## src/rtl/core/assert_macros.svh

```systemverilog
// Assertion helpers shared by the RTL.
`ifndef ASSERT_MACROS_SVH
`define ASSERT_MACROS_SVH

// Expression holds at every clock edge out of reset.
`define ASSERT_ALWAYS(label, clk, rst, expr) \
   label: assert property (@(posedge clk) disable iff (rst) (expr)) \
      else $error("%m: invariant violated");

// Antecedent implies consequent in the same cycle.
`define ASSERT_IMPLIES(label, clk, rst, ante, cons) \
   label: assert property (@(posedge clk) disable iff (rst) (ante) |-> (cons)) \
      else $error("%m: implication violated");

// Antecedent implies consequent in the next cycle.
`define ASSERT_NEXT(label, clk, rst, ante, cons) \
   label: assert property (@(posedge clk) disable iff (rst) (ante) |=> (cons)) \
      else $error("%m: next-cycle implication violated");

`endif

```

## src/rtl/core/hsfd_pkg.sv

```systemverilog
`timescale 1ns / 1ps

package hsfd_pkg;

   localparam int unsigned BYTE_W      = 8;
   localparam int unsigned FRAME_LEN   = 6;
   localparam int unsigned STORE_DEPTH = 5;
   localparam int unsigned POS_W       = 3;

   localparam logic [POS_W-1:0] POS_FIRST  = 3'd0;
   localparam logic [POS_W-1:0] POS_CRC_T  = 3'd2;
   localparam logic [POS_W-1:0] POS_LAST   = 3'd5;

   localparam logic [7:0] CRC_POLY = 8'h31;
   localparam logic [7:0] CRC_INIT = 8'hFF;
   localparam int unsigned BUSY_BIT = 7;

   // configuration port
   localparam int unsigned CSR_ADDR_W = 3;
   localparam int unsigned CSR_DATA_W = 32;
   localparam logic [CSR_ADDR_W-3:0] REG_SENSOR_KIND = 1'b0;

   // 16-bit word frame scaling
   localparam logic [14:0] T0_SCALE  = 15'd17500;
   localparam logic [14:0] T0_OFFSET = 15'd4500;
   localparam logic [14:0] H0_SCALE  = 15'd12500;
   localparam logic [15:0] H0_OFFSET = 16'd600;
   localparam logic [16:0] WORD_MAX  = 17'd65535;

   // 20-bit packed frame scaling
   localparam logic [14:0] T1_SCALE  = 15'd20000;
   localparam logic [14:0] T1_OFFSET = 15'd5000;
   localparam logic [13:0] H1_SCALE  = 14'd10000;

   localparam logic [13:0] H_MAX     = 14'd10000;

   typedef enum logic [1:0] {
      STATUS_OK      = 2'd0,
      STATUS_CRC_ERR = 2'd1,
      STATUS_BUSY    = 2'd2
   } status_type;

   typedef struct packed {
      logic                   last;
      logic                   crc_bad;
      logic [5:0][BYTE_W-1:0] bytes;
   } frame_info_type;

   function automatic logic [7:0] crc8_update(input logic [7:0] crc, input logic [7:0] b);
      logic [7:0] c;
      c = crc ^ b;
      for (int i = 0; i < 8; i++) begin
         if (c[7]) begin
            c = {c[6:0], 1'b0} ^ CRC_POLY;
         end else begin
            c = {c[6:0], 1'b0};
         end
      end
      return c;
   endfunction

endpackage

```

## src/rtl/core/hsfd_frame.sv

```systemverilog
`timescale 1ns / 1ps

module hsfd_frame (
   input  logic                    clock,
   input  logic                    reset,
   input  logic                    step,
   input  logic [7:0]              data_byte,
   input  logic                    frame_start,
   output hsfd_pkg::frame_info_type info
);
   import hsfd_pkg::*;

   logic [POS_W-1:0]  pos_ff, pos_in, pos;
   logic [7:0]        crc_ff, crc_in, crc_base;
   logic              fail_ff, fail_in, fail_base;
   logic [BYTE_W-1:0] bytes_ff [STORE_DEPTH];

   always_comb begin
      // resync on frame start or on an out-of-range position
      if (frame_start || (pos_ff >= POS_W'(FRAME_LEN))) begin
         pos = POS_FIRST;
      end else begin
         pos = pos_ff;
      end
      crc_base  = (pos == POS_FIRST) ? CRC_INIT : crc_ff;
      fail_base = (pos == POS_FIRST) ? 1'b0 : fail_ff;
      if ((pos == POS_CRC_T) || (pos == POS_LAST)) begin
         fail_in = fail_base | (crc_base != data_byte);
         crc_in  = CRC_INIT;
      end else begin
         fail_in = fail_base;
         crc_in  = crc8_update(crc_base, data_byte);
      end
      pos_in = (pos == POS_LAST) ? POS_FIRST : pos + 1'b1;
   end

   always_ff @(posedge clock) begin
      if (reset) begin
         pos_ff  <= POS_FIRST;
         crc_ff  <= CRC_INIT;
         fail_ff <= 1'b0;
      end else if (step) begin
         pos_ff  <= pos_in;
         crc_ff  <= crc_in;
         fail_ff <= fail_in;
      end
   end

   always_ff @(posedge clock) begin
      if (step && (pos < POS_W'(STORE_DEPTH))) begin
         bytes_ff[pos] <= data_byte;
      end
   end

   always_comb begin
      info.last    = (pos == POS_LAST);
      info.crc_bad = fail_in;
      for (int i = 0; i < STORE_DEPTH; i++) begin
         info.bytes[i] = bytes_ff[i];
      end
      info.bytes[FRAME_LEN-1] = data_byte;
   end

endmodule

```

## src/rtl/core/hsfd_convert.sv

```systemverilog
`timescale 1ns / 1ps

module hsfd_convert (
   input  hsfd_pkg::frame_info_type info,
   input  logic                     sensor_kind,
   output hsfd_pkg::status_type     status,
   output logic signed [14:0]       temperature_centi,
   output logic [13:0]              humidity_centi
);
   import hsfd_pkg::*;

   logic [15:0] t0, h0;
   logic [30:0] prod_t0, prod_h0;
   logic [14:0] q_t0, q_h0;
   logic [15:0] hum0_raw;
   logic [19:0] t1, h1;
   logic [33:0] prod_h1;
   logic [34:0] prod_t1;
   logic [14:0] q_t1;

   // floor(x / 65535): x = q0*65535 + (lo + q0), remainder stays below 2*65535
   function automatic logic [14:0] div_word_max(input logic [30:0] x);
      logic [14:0] q0;
      logic [16:0] r;
      q0 = x[30:16];
      r  = 17'(x[15:0]) + 17'(q0);
      return q0 + 15'(r >= WORD_MAX);
   endfunction

   always_comb begin
      t0       = {info.bytes[0], info.bytes[1]};
      h0       = {info.bytes[3], info.bytes[4]};
      prod_t0  = 31'(t0) * 31'(T0_SCALE);
      prod_h0  = 31'(h0) * 31'(H0_SCALE);
      q_t0     = div_word_max(prod_t0);
      q_h0     = div_word_max(prod_h0);
      hum0_raw = 16'(q_h0) - H0_OFFSET;

      h1       = {info.bytes[1], info.bytes[2], info.bytes[3][7:4]};
      t1       = {info.bytes[3][3:0], info.bytes[4], info.bytes[5]};
      prod_h1  = 34'(h1) * 34'(H1_SCALE);
      prod_t1  = 35'(t1) * 35'(T1_SCALE);
      q_t1     = prod_t1[34:20];

      status            = STATUS_OK;
      temperature_centi = '0;
      humidity_centi    = '0;
      if (!sensor_kind) begin
         if (info.crc_bad) begin
            status = STATUS_CRC_ERR;
         end else begin
            temperature_centi = $signed(q_t0 - T0_OFFSET);
            // clamp to 0..10000
            if (hum0_raw[15]) begin
               humidity_centi = '0;
            end else if (hum0_raw > 16'(H_MAX)) begin
               humidity_centi = H_MAX;
            end else begin
               humidity_centi = hum0_raw[13:0];
            end
         end
      end else begin
         if (info.bytes[0][BUSY_BIT]) begin
            status = STATUS_BUSY;
         end else begin
            temperature_centi = $signed(q_t1 - T1_OFFSET);
            humidity_centi    = prod_h1[33:20];
         end
      end
   end

endmodule

```

## src/rtl/core/humidity_sensor_frame_decoder_unit.sv

```systemverilog
`timescale 1ns / 1ps
// Sensor frame decoder.
// req_*: one raw response byte per word; req_tuser marks the first byte of a
//   frame and resets the byte counter, dropping any partial frame.
// rsp_*: one word per six-byte frame with status (ok, CRC error, busy) and
//   temperature / humidity in hundredths; error words carry zero readings.
// csr_*: APB-style port, register 0 bit 0 = sensor_kind (0 = 16-bit words
//   with CRC-8, 1 = busy flag and 20-bit packed words). Write only while idle.
// Throughput: one byte per cycle unless a frame-ending byte is held (see Stall).
//   Each byte lands in an input register and is decoded from there; the sixth
//   byte's result is loaded into the result register, which drives rsp_tvalid.
// Stall: the result register holds the word until rsp_tready; meanwhile
//   bytes that do not complete a frame keep flowing, and a frame-ending byte
//   waits in the input register, which then deasserts req_tready.
// Reset: clears the byte counter, CRC state, kind register and valid flags.
`include "assert_macros.svh"

module humidity_sensor_frame_decoder_unit (
   input  logic        clock,
   input  logic        reset,
   input  logic        req_tvalid,
   output logic        req_tready,
   input  logic [7:0]  req_tdata,   // [7:0] data_byte
   input  logic        req_tuser,   // [0] frame_start
   output logic        rsp_tvalid,
   input  logic        rsp_tready,
   output logic [31:0] rsp_tdata,   // [1:0] status, [16:2] temperature_centi,
                                    // [30:17] humidity_centi, [31] zero
   input  logic                                 csr_psel,
   input  logic                                 csr_penable,
   input  logic                                 csr_pwrite,
   input  logic [hsfd_pkg::CSR_ADDR_W-1:0]      csr_paddr,
   input  logic [hsfd_pkg::CSR_DATA_W-1:0]      csr_pwdata,
   output logic [hsfd_pkg::CSR_DATA_W-1:0]      csr_prdata,
   output logic                                 csr_pready
);
   import hsfd_pkg::*;

   logic              kind_ff, kind_in;
   logic              s1_valid_ff, s1_valid_in;
   logic [BYTE_W-1:0] s1_byte_ff;
   logic              s1_start_ff;
   logic              advance;
   frame_info_type    info;
   status_type        cv_status;
   logic signed [14:0] cv_temp;
   logic [13:0]       cv_hum;
   logic              rsp_valid_ff, rsp_valid_in;
   status_type        rsp_status_ff;
   logic signed [14:0] rsp_temp_ff;
   logic [13:0]       rsp_hum_ff;
   logic              csr_hit;

   // configuration register
   assign csr_pready = 1'b1;
   assign csr_hit    = (csr_paddr[CSR_ADDR_W-1:2] == REG_SENSOR_KIND);
   assign csr_prdata = csr_hit ? CSR_DATA_W'(kind_ff) : '0;

   always_comb begin
      kind_in = kind_ff;
      if (csr_psel && csr_penable && csr_pwrite && csr_pready && csr_hit) begin
         kind_in = csr_pwdata[0];
      end
   end

   // input register; a frame-ending byte waits for a free result slot
   assign advance    = s1_valid_ff && (!info.last || !rsp_valid_ff || rsp_tready);
   assign req_tready = !s1_valid_ff || advance;

   always_comb begin
      if (req_tvalid && req_tready) begin
         s1_valid_in = 1'b1;
      end else if (advance) begin
         s1_valid_in = 1'b0;
      end else begin
         s1_valid_in = s1_valid_ff;
      end
   end

   always_ff @(posedge clock) begin
      if (reset) begin
         kind_ff     <= 1'b0;
         s1_valid_ff <= 1'b0;
      end else begin
         kind_ff     <= kind_in;
         s1_valid_ff <= s1_valid_in;
      end
   end

   always_ff @(posedge clock) begin
      if (req_tvalid && req_tready) begin
         s1_byte_ff  <= req_tdata;
         s1_start_ff <= req_tuser;
      end
   end

   hsfd_frame u_frame (
      .clock       (clock),
      .reset       (reset),
      .step        (advance),
      .data_byte   (s1_byte_ff),
      .frame_start (s1_start_ff),
      .info        (info)
   );

   hsfd_convert u_convert (
      .info              (info),
      .sensor_kind       (kind_ff),
      .status            (cv_status),
      .temperature_centi (cv_temp),
      .humidity_centi    (cv_hum)
   );

   // result register
   always_comb begin
      if (advance && info.last) begin
         rsp_valid_in = 1'b1;
      end else if (rsp_tready) begin
         rsp_valid_in = 1'b0;
      end else begin
         rsp_valid_in = rsp_valid_ff;
      end
   end

   always_ff @(posedge clock) begin
      if (reset) begin
         rsp_valid_ff <= 1'b0;
      end else begin
         rsp_valid_ff <= rsp_valid_in;
      end
   end

   always_ff @(posedge clock) begin
      if (advance && info.last) begin
         rsp_status_ff <= cv_status;
         rsp_temp_ff   <= cv_temp;
         rsp_hum_ff    <= cv_hum;
      end
   end

   assign rsp_tvalid = rsp_valid_ff;
   assign rsp_tdata  = {1'b0, rsp_hum_ff, rsp_temp_ff, rsp_status_ff};

   `ASSERT_IMPLIES(a_error_zero_readings, clock, reset, rsp_valid_ff && (rsp_status_ff != STATUS_OK), (rsp_temp_ff == '0) && (rsp_hum_ff == '0))
   `ASSERT_ALWAYS(a_humidity_in_range, clock, reset, !rsp_valid_ff || (rsp_hum_ff <= H_MAX))
   `ASSERT_NEXT(a_frame_end_loads_result, clock, reset, advance && info.last, rsp_valid_ff)
   `ASSERT_NEXT(a_blocked_byte_held, clock, reset, s1_valid_ff && !advance, s1_valid_ff)

endmodule
```

## config.mk

```make
export PLATFORM = sky130hd
export DESIGN_NAME = humidity_sensor_frame_decoder_unit
export DESIGN_NICKNAME = d
export VERILOG_FILES = /design/src/rtl/core/hsfd_pkg.sv /design/src/rtl/core/hsfd_frame.sv /design/src/rtl/core/hsfd_convert.sv /design/src/rtl/core/humidity_sensor_frame_decoder_unit.sv
export VERILOG_INCLUDE_DIRS = /design/src /design/src/rtl/core
export SDC_FILE = /design/constraint.sdc
export NUM_CORES = 1
export LEC_CHECK = 0
export BUFFER_PORTS_ARGS = -buffer_cell sky130_fd_sc_hd__buf_2
export CAP_MARGIN = 10
export CORE_AREA = 2 2 202 204
export DETAILED_ROUTE_END_ITERATION = 12
export DIE_AREA = 0 0 204 206
export PLACE_DENSITY_LB_ADDON = 0.15
export SETUP_SLACK_MARGIN = 0.4
export SLEW_MARGIN = 20
export SYNTH_ARGS = -nofsm -noshare
export SYNTH_HDL_FRONTEND = slang
export SYNTH_SLANG_ARGS = --single-unit
```

## constraint.sdc

```tcl
create_clock -name clock -period 12.6 [get_ports clock]
set_input_delay 2.52 -clock clock [delete_from_list [all_inputs] [get_ports clock]]
set_output_delay 2.52 -clock clock [all_outputs]
set_load 0.01 [all_outputs]
```

==> flow_summary.toml <==
[critical_path]
path_class = "flop to flop"
crit_arrival_ps = 10320
cp.required_ps = 12690
cpMaxStageDelayCell = "edfxtp_1"
start_kind = "flop"
crit_path_end_kind = "flop"
path_common_cell = "ha_1"
slowest_delay_ps = 580
crit_fanout = 9

[detailed_routing]
vias = 14100
drc_errors = 0
wl_mm = 44.1
wl_per_cell_um = 16.6
avgViaCountPerCell = 5.31
dr.pass1.iters = 4
ant_nets = 0
drt_iter0_drc = 631

[pwr]
power_mw = 2.08
p_leak_nw = 10.5
max-vdd-ir-drop_uv = 109
power_density_nw_per_um2 = 103

[synth]
ys_seq_area_share_pct = 14.0
synth-edff-count = 80
ys_types = 114
synth_ff_type = "edfxtp_1"
synth_seq_cells = 95
yosys_warnings = 0
syn_avg_cell_area_um2 = 9.22
syn_inst = 2092
syn-cell-area_um2 = 19300
synthArstFlopShare_pct = 0

[grt]
antenna_found_initial = 0
first_global_vias = 14000
grt.overflow.total = 0
grt_pass1_wl_mm = 71.2
grt_max_degree = 33
grt_usage_pct = 21.6

[job]
max-cap-violations = 0

[clock_tree]
holdBufCountCts = 0
cts_buffers = 9
cts.sinks = 95
cts_resized = 0
cts_tree = "yes"
clock_latency_ps = 380
htreeDepth = 3
cts-root-buf = "clkbuf_16"
cts_setup_buffers = 0
clk_pin_slew_ps = 80
clock_path_buffers = 2

[sta]
fin_crit_sh_pct = 81.2
clock.fmax_mhz = 97.8
relSlewSlack_pct = 30.5
finalHoldViolCount = 0
period_needed_ps = 10230
setup_viol = 0
fin_skew_ps = 15.3
rsz0062_at_grt = "no"
finalSetupTns_ps = 0
tightest_slew_ps = 1030
hold_slack_ps = 500
drv_slew = 0

[floorplan]
dieArea_um2 = 42000
die_height_um = 206
rows = 74
core_um2 = 40200
io_pins = 118
start_util_pct = 48.0
die_x_um = 204

[finish]
final_nets = 2747
mostFrequentLayoutCells = "502 x inv_1, 396 x ha_1, 175 x fa_1"
fillers = 3848
drive_gt1_share_pct = 6.34
area_growth_pct = 5.02
final_common_cell = "inv_1"
diodes = 0
final_area_um2 = 20300

[min_path]
hold_class = "flop to flop"

[place]
place_congestion = 0.861
portBuffers = 51
placed_area_um2 = 19900
hpwl_mm = 37.2

[status]
status = "finished clean"
==> cells by family after synthesis <==
kind of cell | Yosys count | synth area share [%]
fa+ha+maj | 571 | 43.9
buf+inv | 569 | 12.0
compound gates | 384 | 14.4
simple gates | 324 | 8.81
xor+xnor | 139 | 6.43
flops | 95 | 14.0
mux | 8 | 0.448
other cells | 2 | 0.0389
==> final cells by class <==
type                            instances  area [um^2]  share of cell area [%]
Multi-Input combinational cell       1459        14400                    71.1
Sequential cell                        95         2700                    13.3
Inverter                              505         1900                    9.36
Tap cell                              532          666                    3.29
Timing Repair Buffer                   55          285                    1.41
Clock buffer                           10          250                    1.24
Clock inverter                          6         58.8                   0.290
==> sequential cells by signal, indices dropped and copies added, names as in the netlist <==
signal	flops
u_frame.bytes_ff	40
rsp_hum_ff	14
s1_start_ff	1
u_frame.pos_ff	3
rsp_temp_ff	15
kind_ff	1
rsp_tvalid	1
s1_valid_ff	1
u_frame.crc_ff	8
s1_byte_ff	8
u_frame.fail_ff	1
rsp_status_ff	2
==> synth_stat cells (5+ instances only) <==
| library cell | instances | share of area (%) |
|---|---|---|
| nand2_1 | 67 | 1.3 |
| inv_1 | 502 | 9.8 |
| edfxtp_1 | 80 | 12 |
| o31a_1 | 5 | 0.23 |
| nor2b_1 | 16 | 0.52 |
| a31oi_1 | 7 | 0.23 |
| ha_1 | 396 | 26 |
| a21oi_1 | 89 | 2.3 |
| o21bai_1 | 11 | 0.43 |
| a2111oi_0 | 8 | 0.36 |
| and2_1 | 13 | 0.42 |
| o21a_1 | 17 | 0.66 |
| fa_1 | 175 | 18 |
| clkbuf_1 | 18 | 0.35 |
| a211oi_1 | 14 | 0.54 |
| xnor2_1 | 86 | 3.9 |
| o211ai_1 | 7 | 0.27 |
| a31o_2 | 7 | 0.32 |
| dfxtp_1 | 15 | 1.6 |
| o31ai_1 | 11 | 0.43 |
| o21ai_0 | 41 | 1.1 |
| nand4_1 | 11 | 0.36 |
| mux2i_1 | 6 | 0.31 |
| or3_1 | 6 | 0.19 |
| o21ai_1 | 13 | 0.34 |
| o221ai_1 | 5 | 0.23 |
| and3_1 | 12 | 0.39 |
| nor3_1 | 23 | 0.60 |
| nor4_1 | 7 | 0.23 |
| a32o_1 | 6 | 0.31 |
| buf_4 | 34 | 1.3 |
| nor2_1 | 80 | 1.6 |
| nand3_1 | 28 | 0.73 |
| xor2_1 | 50 | 2.3 |
| a21o_1 | 44 | 1.7 |
| or2_2 | 10 | 0.32 |
| nand2b_1 | 15 | 0.49 |
| o22ai_1 | 23 | 0.75 |
==> through the flow <==
stage / worst slack (ps) / std cells / utilization [%]
2_1_floorplan: 3730 / 2123 / -
3_3_place_gp: 2750 / 2646 / 49.6
3_5_place_dp: 2510 / 2646 / 49.6
4_1_cts: 2490 / 2662 / 50.4
5_1_grt: 1670 / 2662 / 50.4
6_report: 2370 / 2662 / 50.4
==> where the power goes <==
part	total [mW]	internal, mW	switching, mW
sequential	0.395	0.376	0.0198
clock	0.291	0.151	0.141
combinational	1.39	0.578	0.813
total	2.08	1.10	0.974
==> worst max-delay path, delay by kind of cell, from the launching register on <==
kind / cells / cell delay, ps
fa+ha+maj: 8 / 3200
flops: 1 / 580
buf+inv: 2 / 100
compound gates: 12 / 2520
simple gates: 11 / 3060
xor+xnor: 2 / 490
==> metal layers <==
layer | vias up | global-route usage [%] | share of wire [%]
met4 | 0 | 5.38 | 1.8
li1 | 7032 | - | -
met3 | 34 | 2.14 | 3.2
met1 | 6862 | 28.2 | 45
met5 | - | 0 | 0
met2 | 196 | 38.3 | 50
==> worst paths after layout <==
path / to / slack [ps] / start / cells after the start
max: rsp_hum_ff[9] / 2370 / u_frame.bytes_ff[4][3] / 35
min: u_frame.crc_ff[6] / 500 / u_frame.crc_ff[6] / 2
min reg2reg: u_frame.crc_ff[6] / 500 / u_frame.crc_ff[6] / 2
max reg2reg: rsp_hum_ff[9] / 2370 / u_frame.bytes_ff[4][3] / 35
Note: power is estimated with default switching activity, not from simulation.
